$ cat config.mk
export PLATFORM = sky130hd
export DESIGN_NAME = radar_frame_event_decoder
export DESIGN_NICKNAME = d
export VERILOG_FILES = /design/src/rtl/rfed_pkg.sv /design/src/rtl/rfed_parser.sv /design/src/rtl/rfed_classifier.sv /design/src/rtl/radar_frame_event_decoder.sv
export SDC_FILE = /design/constraint.sdc
export NUM_CORES = 1
export LEC_CHECK = 0
export ABC_AREA = 1
export BUFFER_PORTS_ARGS = -buffer_cell sky130_fd_sc_hd__buf_2
export CAP_MARGIN = 20
export CORE_UTILIZATION = 43
export DETAILED_ROUTE_END_ITERATION = 8
export PLACE_DENSITY_LB_ADDON = 0.2
export SYNTH_ARGS = -nofsm -noshare
export SYNTH_HDL_FRONTEND = slang
export SYNTH_HIERARCHICAL = 1
export SYNTH_SLANG_ARGS = --single-unit
$ cat constraint.sdc
create_clock -name i_clk -period 4.2 [get_ports i_clk]
set_clock_uncertainty 0.1 [all_clocks]
set_input_delay 0.84 -clock i_clk [delete_from_list [all_inputs] [get_ports i_clk]]
set_output_delay 0.84 -clock i_clk [all_outputs]
set_load 0.03 [all_outputs]
$ cat src/rtl/rfed_pkg.sv
// Package for the radar frame event decoder: frame constants, protocol codes
// and the record types passed between the parser and the classifier.
// No dependencies.
package rfed_pkg;

    localparam int unsigned MAX_FRAME_LEN = 128;
    localparam int unsigned LEN_W         = 8;
    localparam int unsigned CAPT_DEPTH    = 5;

    localparam logic [7:0] HDR_A  = 8'h53;
    localparam logic [7:0] HDR_B  = 8'h59;
    localparam logic [7:0] TAIL_A = 8'h54;
    localparam logic [7:0] TAIL_B = 8'h43;

    localparam logic [LEN_W-1:0] MIN_CLASSIFY_LEN = 8'd10;
    localparam logic [LEN_W-1:0] FIRST_CAPT_POS   = 8'd2;
    localparam logic [LEN_W-1:0] LAST_CAPT_POS    = 8'd6;
    localparam logic [LEN_W-1:0] MAX_LEN          = LEN_W'(MAX_FRAME_LEN);

    // Frame codes in bytes 2..6.
    localparam logic [7:0] FALL_CTRL     = 8'h83;
    localparam logic [7:0] FALL_CMD      = 8'h01;
    localparam logic [7:0] FALL_DATA     = 8'h01;
    localparam logic [7:0] MOVE_CTRL     = 8'h80;
    localparam logic [7:0] MOVE_CMD      = 8'h03;
    localparam logic [7:0] MOVE_LEN_HI   = 8'h00;
    localparam logic [7:0] MOVE_LEN_LO   = 8'h01;

    localparam logic [15:0] IDLE_MAX     = 16'hFFFF;
    localparam logic [7:0]  THRESH_RESET = 8'd10;

    localparam int unsigned CFG_IDX_W  = 1;
    localparam int unsigned CFG_DATA_W = 16;
    localparam logic [CFG_IDX_W-1:0] CFG_IDLE_LIMIT = 1'b0;
    localparam logic [CFG_IDX_W-1:0] CFG_MOVE_THRESH = 1'b1;

    localparam int unsigned OUT_DATA_W = 32;

    // A closed frame: length check and the five captured bytes.
    typedef struct packed {
        logic       long_enough;
        logic [7:0] byte6;
        logic [7:0] byte5;
        logic [7:0] byte4;
        logic [7:0] byte3;
        logic [7:0] byte2;
    } t_frame_rec;

    typedef struct packed {
        logic [15:0] idle_seconds;
        logic        idle_alarm;
        logic [7:0]  movement_level;
        logic        movement_report;
        logic        fall_detected;
    } t_result;

endpackage

$ cat src/rtl/rfed_parser.sv
// Byte-level frame parser: header hunt, byte capture, tail and overrun checks.
// Holds one closed-frame record for the classifier. Depends on rfed_pkg.
module rfed_parser (
    input  logic                 i_clk,
    input  logic                 i_rst_n,
    input  logic                 i_valid,
    output logic                 o_ready,
    input  logic [7:0]           i_byte,
    output logic                 o_rec_valid,
    input  logic                 i_rec_ready,
    output rfed_pkg::t_frame_rec o_rec
);

    logic                             r_in_frame, n_in_frame;
    logic [7:0]                       r_prev, n_prev;
    logic [rfed_pkg::LEN_W-1:0]       r_len, n_len;
    logic [7:0]                       r_capt [rfed_pkg::CAPT_DEPTH];
    logic [7:0]                       n_capt [rfed_pkg::CAPT_DEPTH];
    logic                             r_rec_valid, n_rec_valid;
    rfed_pkg::t_frame_rec             r_rec, n_rec;

    logic                             accept;
    logic                             rec_take;
    logic [rfed_pkg::LEN_W-1:0]       len_inc;
    logic [rfed_pkg::LEN_W-1:0]       capt_off;
    logic                             close_now;

    assign rec_take = r_rec_valid && i_rec_ready;
    assign o_ready  = !r_rec_valid || i_rec_ready;
    assign accept   = i_valid && o_ready;
    assign len_inc  = r_len + 1'b1;
    assign capt_off = r_len - rfed_pkg::FIRST_CAPT_POS;
    assign close_now = accept && r_in_frame
                       && r_prev == rfed_pkg::TAIL_A && i_byte == rfed_pkg::TAIL_B;

    always_comb begin
        n_in_frame = r_in_frame;
        n_prev     = r_prev;
        n_len      = r_len;
        n_capt     = r_capt;
        n_rec      = r_rec;
        n_rec_valid = r_rec_valid && !rec_take;
        if (accept) begin
            n_prev = i_byte;
            if (!r_in_frame) begin
                if (r_prev == rfed_pkg::HDR_A && i_byte == rfed_pkg::HDR_B) begin
                    n_in_frame = 1'b1;
                    n_len      = rfed_pkg::FIRST_CAPT_POS;
                    for (int k = 0; k < rfed_pkg::CAPT_DEPTH; k++) begin
                        n_capt[k] = 8'h00;
                    end
                end
            end else begin
                if (r_len >= rfed_pkg::FIRST_CAPT_POS && r_len <= rfed_pkg::LAST_CAPT_POS) begin
                    n_capt[capt_off[2:0]] = i_byte;
                end
                n_len = len_inc;
                if (close_now) begin
                    // Long frames finished capturing long before the tail.
                    n_rec.long_enough = len_inc >= rfed_pkg::MIN_CLASSIFY_LEN;
                    n_rec.byte2 = r_capt[0];
                    n_rec.byte3 = r_capt[1];
                    n_rec.byte4 = r_capt[2];
                    n_rec.byte5 = r_capt[3];
                    n_rec.byte6 = r_capt[4];
                    n_rec_valid = 1'b1;
                    n_in_frame  = 1'b0;
                    n_len       = '0;
                end else if (len_inc >= rfed_pkg::MAX_LEN) begin
                    n_in_frame = 1'b0;
                    n_len      = '0;
                end
            end
        end
    end

    always_ff @(posedge i_clk) begin
        if (!i_rst_n) begin
            r_in_frame  <= 1'b0;
            r_prev      <= 8'h00;
            r_len       <= '0;
            r_rec_valid <= 1'b0;
            for (int k = 0; k < rfed_pkg::CAPT_DEPTH; k++) begin
                r_capt[k] <= 8'h00;
            end
        end else begin
            r_in_frame  <= n_in_frame;
            r_prev      <= n_prev;
            r_len       <= n_len;
            r_rec_valid <= n_rec_valid;
            r_capt      <= n_capt;
        end
    end

    always_ff @(posedge i_clk) begin
        r_rec <= n_rec;
    end

    assign o_rec_valid = r_rec_valid;
    assign o_rec       = r_rec;

endmodule

$ cat src/rtl/rfed_classifier.sv
// Frame classifier and idle counter with the result register and the
// configuration registers. Depends on rfed_pkg.
module rfed_classifier (
    input  logic                                 i_clk,
    input  logic                                 i_rst_n,
    input  logic                                 i_cfg_we,
    input  logic [rfed_pkg::CFG_IDX_W-1:0]       i_cfg_index,
    input  logic [rfed_pkg::CFG_DATA_W-1:0]      i_cfg_data,
    input  logic                                 i_rec_valid,
    output logic                                 o_rec_ready,
    input  rfed_pkg::t_frame_rec                 i_rec,
    output logic                                 o_valid,
    input  logic                                 i_ready,
    output rfed_pkg::t_result                    o_result
);

    logic [15:0]        r_idle_limit;
    logic [7:0]         r_thresh;
    logic [15:0]        r_idle_count, n_idle_count;
    logic               r_valid, n_valid;
    rfed_pkg::t_result  r_result, n_result;

    logic        take;
    logic        is_fall;
    logic        is_move;
    logic [15:0] count_inc;

    assign o_rec_ready = !r_valid || i_ready;
    assign take        = i_rec_valid && o_rec_ready;

    assign is_fall = i_rec.long_enough && i_rec.byte2 == rfed_pkg::FALL_CTRL
                     && i_rec.byte3 == rfed_pkg::FALL_CMD
                     && i_rec.byte6 == rfed_pkg::FALL_DATA;
    assign is_move = i_rec.long_enough && i_rec.byte2 == rfed_pkg::MOVE_CTRL
                     && i_rec.byte3 == rfed_pkg::MOVE_CMD
                     && i_rec.byte4 == rfed_pkg::MOVE_LEN_HI
                     && i_rec.byte5 == rfed_pkg::MOVE_LEN_LO;
    assign count_inc = (r_idle_count == rfed_pkg::IDLE_MAX) ? r_idle_count
                                                            : r_idle_count + 16'd1;

    always_comb begin
        n_idle_count = r_idle_count;
        n_result     = r_result;
        n_valid      = r_valid && !i_ready;
        if (take) begin
            n_result.fall_detected   = is_fall;
            n_result.movement_report = is_move;
            n_result.movement_level  = is_move ? i_rec.byte6 : 8'h00;
            n_result.idle_alarm      = 1'b0;
            if (is_move) begin
                if (i_rec.byte6 < r_thresh) begin
                    // The limit check follows the increment; a zero limit never fires.
                    if (r_idle_limit != 16'd0 && count_inc >= r_idle_limit) begin
                        n_result.idle_alarm = 1'b1;
                        n_idle_count        = 16'd0;
                    end else begin
                        n_idle_count = count_inc;
                    end
                end else begin
                    n_idle_count = 16'd0;
                end
            end
            n_result.idle_seconds = n_idle_count;
            n_valid = 1'b1;
        end
    end

    always_ff @(posedge i_clk) begin
        if (!i_rst_n) begin
            r_idle_limit <= 16'd0;
            r_thresh     <= rfed_pkg::THRESH_RESET;
            r_idle_count <= 16'd0;
            r_valid      <= 1'b0;
        end else begin
            if (i_cfg_we) begin
                unique case (i_cfg_index)
                    rfed_pkg::CFG_IDLE_LIMIT:  r_idle_limit <= i_cfg_data;
                    rfed_pkg::CFG_MOVE_THRESH: r_thresh     <= i_cfg_data[7:0];
                    default: ;
                endcase
            end
            r_idle_count <= n_idle_count;
            r_valid      <= n_valid;
        end
    end

    always_ff @(posedge i_clk) begin
        r_result <= n_result;
    end

    assign o_valid  = r_valid;
    assign o_result = r_result;

endmodule

$ cat src/rtl/radar_frame_event_decoder.sv
// Top level of the radar frame event decoder: parser followed by classifier.
// Depends on rfed_pkg, rfed_parser and rfed_classifier.
//
// Usage: the slave stream carries one received serial byte per item in
// i_s_tdata[7:0]. The block hunts for the header 0x53 0x59, collects a frame
// until the tail 0x54 0x43, and then emits one result item on the master
// stream for each closed frame; bytes that do not close a frame give no item.
// Frames that reach the maximum length without a tail are dropped.
// Throughput is one byte per cycle while o_s_tready is high. A closed frame
// is held in the closed-frame record register and then passes to the result
// register, which drives o_m_tvalid. When the receiver stalls, the result
// register holds and one more closed-frame record may wait behind it;
// while that record waits, o_s_tready stays low and no byte is taken
// until the result register frees.
// Reset (i_rst_n low, synchronous) clears the parser, the idle counter,
// both result stages, and sets idle_limit to 0 and movement_threshold to 10.
// Configuration writes take effect at once; write only while the block is idle.
module radar_frame_event_decoder (
    input  logic                                 i_clk,
    input  logic                                 i_rst_n,
    input  logic                                 i_cfg_we,
    input  logic [rfed_pkg::CFG_IDX_W-1:0]       i_cfg_index,
    input  logic [rfed_pkg::CFG_DATA_W-1:0]      i_cfg_data,
    input  logic                                 i_s_tvalid,
    output logic                                 o_s_tready,
    // [7:0] rx_byte
    input  logic [7:0]                           i_s_tdata,
    output logic                                 o_m_tvalid,
    input  logic                                 i_m_tready,
    // [0] fall_detected, [1] movement_report, [9:2] movement_level,
    // [10] idle_alarm, [26:11] idle_seconds, [31:27] zero
    output logic [rfed_pkg::OUT_DATA_W-1:0]      o_m_tdata
);

    logic                 rec_valid;
    logic                 rec_ready;
    rfed_pkg::t_frame_rec rec;
    rfed_pkg::t_result    result;

    rfed_parser u_parser (
        .i_clk       (i_clk),
        .i_rst_n     (i_rst_n),
        .i_valid     (i_s_tvalid),
        .o_ready     (o_s_tready),
        .i_byte      (i_s_tdata),
        .o_rec_valid (rec_valid),
        .i_rec_ready (rec_ready),
        .o_rec       (rec)
    );

    rfed_classifier u_classifier (
        .i_clk       (i_clk),
        .i_rst_n     (i_rst_n),
        .i_cfg_we    (i_cfg_we),
        .i_cfg_index (i_cfg_index),
        .i_cfg_data  (i_cfg_data),
        .i_rec_valid (rec_valid),
        .o_rec_ready (rec_ready),
        .i_rec       (rec),
        .o_valid     (o_m_tvalid),
        .i_ready     (i_m_tready),
        .o_result    (result)
    );

    assign o_m_tdata = rfed_pkg::OUT_DATA_W'(result);

endmodule

==> results.cfg, run 1 <==
[synth]
yosysWarnings = 6
synth_top_family_by_area = simple AND/OR/NAND/NOR gates
syn-cell-area_sq_mm = 0.007956
synth_xor_xnor_area_share = 0.006605
netlist-cell-type-count = 39
synthMuxAreaShare = 0
syn_area_per_cell_sq_um = 8.262
syn-instance-count = 963
yosys.area_share.simple = 0.2529
synth_compound_area_frac = 0.1028
yosys.area_share.adder = 0.04246
yosysSeqAreaShare = 0.5057
synth-seq-cells = 167

[floorplan]
rows = 49
coreArea_sq_mm = 0.01802
dieArea_sq_mm = 0.01905
start_util = 0.4414
fp.dieH_um = 138.0
io_pins = 64
die_x_um = 138.0

[timing]
max_slew.worst_pin.slew_ns = 0.8665
slew_viol_final = 0
finalHoldWorstSlack_ns = 0.3270
fmax_mhz = 291.3
setup_tns_ns = 0
rsz0062_at_grt = no
fin_ws_ns = 0.7673
finalCriticalPeriod_ns = 3.433
fin_crit_sh = 0.8173
hold_viol = 0
max-slew-margin-rel = 0.4217
finalSetupViolations = 0

[worst_setup_path]
worstSetupPathType = reg2reg
cp_max_fo = 17
ff2ff_setup_slack_ns = 0.77
cp_data_required_time_ns = 4.28
crit_path_end_kind = register
crit_arrival_ns = 3.51
startpoint_type = register

[clocking]
post_cts_resized = 0
htreeDepth = 4
clkTransAtPathRegs_ns = 0.06
cts_setup_buffers = 0
clkSinkCount = 167
cts-root-buf = clkbuf_16
clock_latency_ns = 0.43
cts_tree = done
numCtsBuffers = 17
clockBufferDepth = 2
cts_hold_buf = 0

[drt]
ant_nets = 0
drc = 0
vias = 6193
wl_per_cell_um = 13.96
drt_iter0_drc = 321
routed_wl_um = 17610
drtPass1Iterations = 4
avgViaCountPerCell = 4.911

[final_layout]
n_antenna_cell = 0
drive_above_1_share = 0.1318
finalNetCount = 1076
area_growth_pct = 12.31
n_fill_cell = 1790
final_area_sq_mm = 0.008936

[power]
power.leakage_nw = 3.826
p_sw_frac = 0.2226
ir_drop_mv = 0.2728
power.density_mw_per_mm2 = 368.8
pwr-share-clk = 0.442
power_frac_seq = 0.517
combPwrFrac = 0.040
p_int_mw = 2.562
power_switching_uw = 733.8
power.total_mw = 3.296

[placement]
postPlaceCellArea_sq_mm = 0.008383
routabilityCongestion = 0.8783
port_buffers = 58
pre_cts_ws_ns = 0.7835
dp_hpwl_um = 12390

[flow_run]
cap_violations = 0

[run_status]
status = complete, no violations

[worst_hold_path]
min_path_type = reg2reg

[global_routing]
grt_pass1_wl_um = 28580
grt_antenna_before_repair = 0
grt_pass1_vias = 5773
grt_usage = 0.1891
gr-total-overflow = 0
grt_max_degree = 50
[kinds of logic (layout without fill, tap and decap cells)]
kind of cell               Yosys count  after routing
other                                1              5
DFF                                167            167
AOI/OAI and AO/OA                  152            152
and+or+nand+nor                    446            446
adders and majority gates           27             27
buffers and inverters              164            229
xor gates and xnor gates             6              6
[flip-flops by register name (all words and copies together) (netlist names)]
register                   count
u_classifier/o_result         27
u_classifier/o_valid           1
u_classifier/r_idle_count     16
u_classifier/r_idle_limit     16
u_classifier/r_thresh          8
u_parser/o_rec                41
u_parser/o_rec_valid           1
u_parser/r_capt               40
u_parser/r_in_frame            1
u_parser/r_len                 8
u_parser/r_prev                8
[power groups by stage]
stage,clock network [mW],registers (mW),logic (mW)
6_report,1.46,1.70,0.133
5_1_grt,1.55,1.71,0.151
4_1_cts,1.49,1.70,0.134
3_5_place_dp,0,1.74,0.133
3_3_place_gp,0,1.74,0.131
2_1_floorplan,0,1.74,0.0970
[synthesized netlist by cell type (all sizes together)]
cell / n / area share
nand2: 257 / 0.12
inv: 122 / 0.058
a21oi: 108 / 0.072
nor2: 100 / 0.053
dfxtp: 99 / 0.25
edfxtp: 68 / 0.26
nand3: 53 / 0.047
o21ai: 39 / 0.026
ha: 27 / 0.042
buf: 19 / 0.019
nand4: 17 / 0.013
clkinv: 12 / 0.0060
clkbuf: 10 / 0.0047
nor3: 7 / 0.0057
nor4: 5 / 0.0039
nand3b: 4 / 0.0038
xor2: 4 / 0.0044
or2: 3 / 0.0024
o211ai: 2 / 0.0019
o21bai: 2 / 0.0019
xnor2: 2 / 0.0022
conb: 1 / 0.00047
dlymetal6s2s: 1 / 0.0016
o21a: 1 / 0.00094
[metal layers]
layer | track usage | vias to the layer above | wire [um]
met4 | 0.07114 | 0 | 254
met2 | 0.3292 | 104 | 8800
li1 | - | 3230 | -
met5 | 0 | - | 0
met1 | 0.2309 | 2839 | 7998
met3 | 0.03672 | 20 | 552
[metrics by stage]
stage | utilization | cells
2_1_floorplan | - | 967
3_3_place_gp | 0.4651 | 1229
3_5_place_dp | 0.4651 | 1229
4_1_cts | 0.4958 | 1261
5_1_grt | 0.4958 | 1261
6_report | 0.4958 | 1261
[area by class of cell]
cell class / count / area (sq um) / share of cell area
Sequential cell: 167 / 4024 / 0.4503
Multi-Input combinational cell: 636 / 3239 / 0.3625
Inverter: 134 / 505.5 / 0.05657
Clock buffer: 23 / 489.2 / 0.05475
Timing Repair Buffer: 63 / 327.8 / 0.03668
Tap cell: 229 / 286.5 / 0.03206
Clock inverter: 9 / 63.81 / 0.007141
[critical path: stages (launching register included)]
cell and delay (ns):
dfxtp_1 0.43, ha_1 0.25, nand2_1 0.10, nor2_2 0.11, nand2_1 0.09, clkinv_2 0.09, nand3_4 0.09, o21ai_0 0.30
inv_1 0.09, ha_1 0.30, inv_1 0.04, o21bai_1 0.11, nand2_1 0.07, nand2_1 0.07, nand2_1 0.05, nand2_1 0.05
nand2_1 0.04, nand2_1 0.05, nand2_1 0.41, nand2_1 0.26, nand2_1 0.06
[layout by cell type, fill, tap and decap left out, drive strengths merged, types with 17 or more instances in the layout]
| cell | n |
|---|---|
| nand2 | 257 |
| buf | 63 |
| edfxtp | 68 |
| o21ai | 39 |
| a21oi | 108 |
| ha | 27 |
| nor2 | 100 |
| nand4 | 17 |
| clkinv | 18 |
| inv | 124 |
| dfxtp | 99 |
| clkbuf | 23 |
| nand3 | 53 |
[worst paths after layout]
path	from	to	cells past startpoint
worst max-delay path	u_classifier/r_idle_count[1]	u_classifier/o_result[22]	20
worst min-delay path	u_parser/r_capt[12]	u_parser/o_rec[28]	0
worst max register to register	u_classifier/r_idle_count[1]	u_classifier/o_result[22]	20
worst min register to register	u_parser/r_capt[12]	u_parser/o_rec[28]	0
No activity file was read; power rests on OpenSTA's default activity.
==> inputs of run 2 (changes only) <==
==> constraint.sdc (replaced) <==
create_clock -name i_clk -period 3.4 [get_ports i_clk]
set_clock_uncertainty 0.1 [all_clocks]
set_input_delay 0.68 -clock i_clk [delete_from_list [all_inputs] [get_ports i_clk]]
set_output_delay 0.68 -clock i_clk [all_outputs]
set_load 0.03 [all_outputs]
==> run 2 against run 1 <==
Die area is the same. Register-to-register slack lost 0.46 ns. Cell count increased by 0.16%. Clock-buffer cell count is 6 lower. Worst hold slack improved by 0.0052 ns. Critical path depth up 2. Sequential power up 24%. Cell area increased by 0.62%. Non-clock buffer count rose by 2. First-iteration DRC count increased by 15%. Flip-flop and latch count unchanged. Critical path type unchanged. Critical endpoint unchanged. Highest routed layer unchanged.
==> results.cfg, run 2 (same netlist as run 1, synthesis figures left out) <==
[power]
power.leakage_nw = 3.828
power.density_mw_per_mm2 = 460.7
ir_drop_mv = 0.5113

[timing]
finalSetupViolations = 0
rsz0062_at_grt = no
hold_viol = 0
setup_tns_ns = 0
finalHoldWorstSlack_ns = 0.3322
max-slew-margin-rel = 0.4315
fmax_mhz = 323.7
fin_ws_ns = 0.3107
finalCriticalPeriod_ns = 3.089
fin_crit_sh = 0.9086
max_slew.worst_pin.slew_ns = 0.8518
slew_viol_final = 0

[worst_setup_path]
worstSetupPathType = reg2reg
rr_startpoint = u_classifier/r_idle_count[0]
startpoint_type = register
crit_path_end_kind = register
cp_max_fo = 17
reg2reg_depth = 22
crit_arrival_ns = 3.16
r2r-end = u_classifier/o_result[22]
cp_data_required_time_ns = 3.47
ff2ff_setup_slack_ns = 0.31

[global_routing]
grt_pass1_vias = 5812
grt_pass1_wl_um = 29100
grt_max_degree = 50
gr-total-overflow = 0
grt_antenna_before_repair = 0
grt_usage = 0.1911

[final_layout]
finalNonFillerCells = 1263
final_common_cell = nand2_1
final_cell_mix = nand2_1 (251), inv_1 (116), a21oi_1 (99), dfxtp_1 (99), nor2_1 (90)
drive_above_1_share = 0.1383
area_growth_pct = 13.01
n_antenna_cell = 0
largest_reg_flops = 41
finalNetCount = 1078
final_area_sq_mm = 0.008991

[clocking]
cts-root-buf = clkbuf_16
clkSinkCount = 167
numCtsBuffers = 17
cts_hold_buf = 0
clockBufferDepth = 2
htreeDepth = 4
clock_latency_ns = 0.43
cts_tree = done
clkTransAtPathRegs_ns = 0.07

[floorplan]
rows = 49
coreArea_sq_mm = 0.01802
fp.dieH_um = 138.0
start_util = 0.4414
die_x_um = 138.0
io_pins = 64
dieArea_sq_mm = 0.01905

[flow_run]
cap_violations = 0

[worst_hold_path]
worstHoldStart = u_parser/r_capt[20]
holdPathEnd = u_parser/o_rec[20]
min_delay_path_depth = 0
min_path_type = reg2reg

[placement]
port_buffers = 58
pre_cts_ws_ns = 0.2969
placed_cells = 1231
routabilityCongestion = 0.8614
postPlaceCellArea_sq_mm = 0.008423
dp_hpwl_um = 12370

[drt]
ant_nets = 0
drtPass1Iterations = 5
drc = 0
avgViaCountPerCell = 4.926
routed_wl_um = 17580
vias = 6221
drt_iter0_drc = 369
wl_per_cell_um = 13.92

[run_status]
status = complete, no violations
run 2: cell types whose count changed in the layout (fill, tap and decap cells not counted), sizes merged:
cell	previous run	this run
clkbuf	23	17
clkinv	18	19
bufinv	0	1
clkinvlp	1	0
inv	124	129
buf	63	65
run 2: worst max-delay path, stage by stage, from the launching register on:
cell and delay [ns]:
dfxtp_1 0.36, ha_1 0.26, nand2_1 0.11, nor2_2 0.05, nand2_1 0.10, clkinv_2 0.11
nand3_4 0.10, clkinv_2 0.21, a21oi_2 0.24, inv_1 0.07, ha_1 0.29, nand2_1 0.06
nor2_1 0.10, nor2_1 0.04, nand2_1 0.06, nand2_1 0.05, nand2_1 0.05, nand2_1 0.04
nand2_1 0.05, nand2_1 0.07, buf_12 0.16, nand2_1 0.08, nand2_1 0.06
run 2: layout make-up:
| type | count | area (sq um) |
|---|---|---|
| multi-input cells | 636 | 3239 |
| well taps | 229 | 286.5 |
| clock inverters | 15 | 142.6 |
| inverters | 134 | 505.5 |
| repair buffers | 65 | 367.9 |
| flip-flops and latches | 167 | 4024 |
| fillers | 1808 | 9034 |
| clock buffers | 17 | 425.4 |
run 2: power breakdown:
| part | switching (mW) | internal (mW) | total [mW] |
|---|---|---|---|
| Sequential | 0.0124 | 2.09 | 2.10 |
| Combinational | 0.110 | 0.0546 | 0.165 |
| Clock | 0.844 | 1.03 | 1.87 |
run 2: repair_timing:
action,CTS,global route
buffers inserted,0,0
gates resized for setup,0,1
endpoints found under the hold margin,0,0
setup endpoints to repair,0,16
run 2: worst max-delay path by stage:
| stage | end | startpoint |
|---|---|---|
| 2_1_floorplan | u_classifier/o_result[11] | u_classifier/r_idle_count[0] |
| 3_3_place_gp | u_classifier/o_result[21] | u_classifier/r_idle_count[0] |
| 3_5_place_dp | u_classifier/o_result[24] | u_classifier/r_idle_count[1] |
| 4_1_cts | u_classifier/o_result[15] | u_classifier/r_idle_count[1] |
| 5_1_grt | u_classifier/o_result[19] | u_classifier/r_idle_count[0] |
| 6_report | u_classifier/o_result[22] | u_classifier/r_idle_count[0] |
run 2: stage by stage:
step / util / total power [mW]
after CTS: 0.4988 / 4.185
after global routing: 0.4988 / 4.297
final: 0.4988 / 4.142
after global placement: 0.4673 / 2.312
after floorplan: - / 2.262
after detailed placement: 0.4673 / 2.314
run 2: routing by layer:
layer,part of all wire,global-route usage,up-vias
met4,0.021,0.06767,0
li1,-,-,3229
met2,0.49,0.3229,109
met3,0.032,0.04226,25
met5,0,0,-
met1,0.46,0.2397,2858
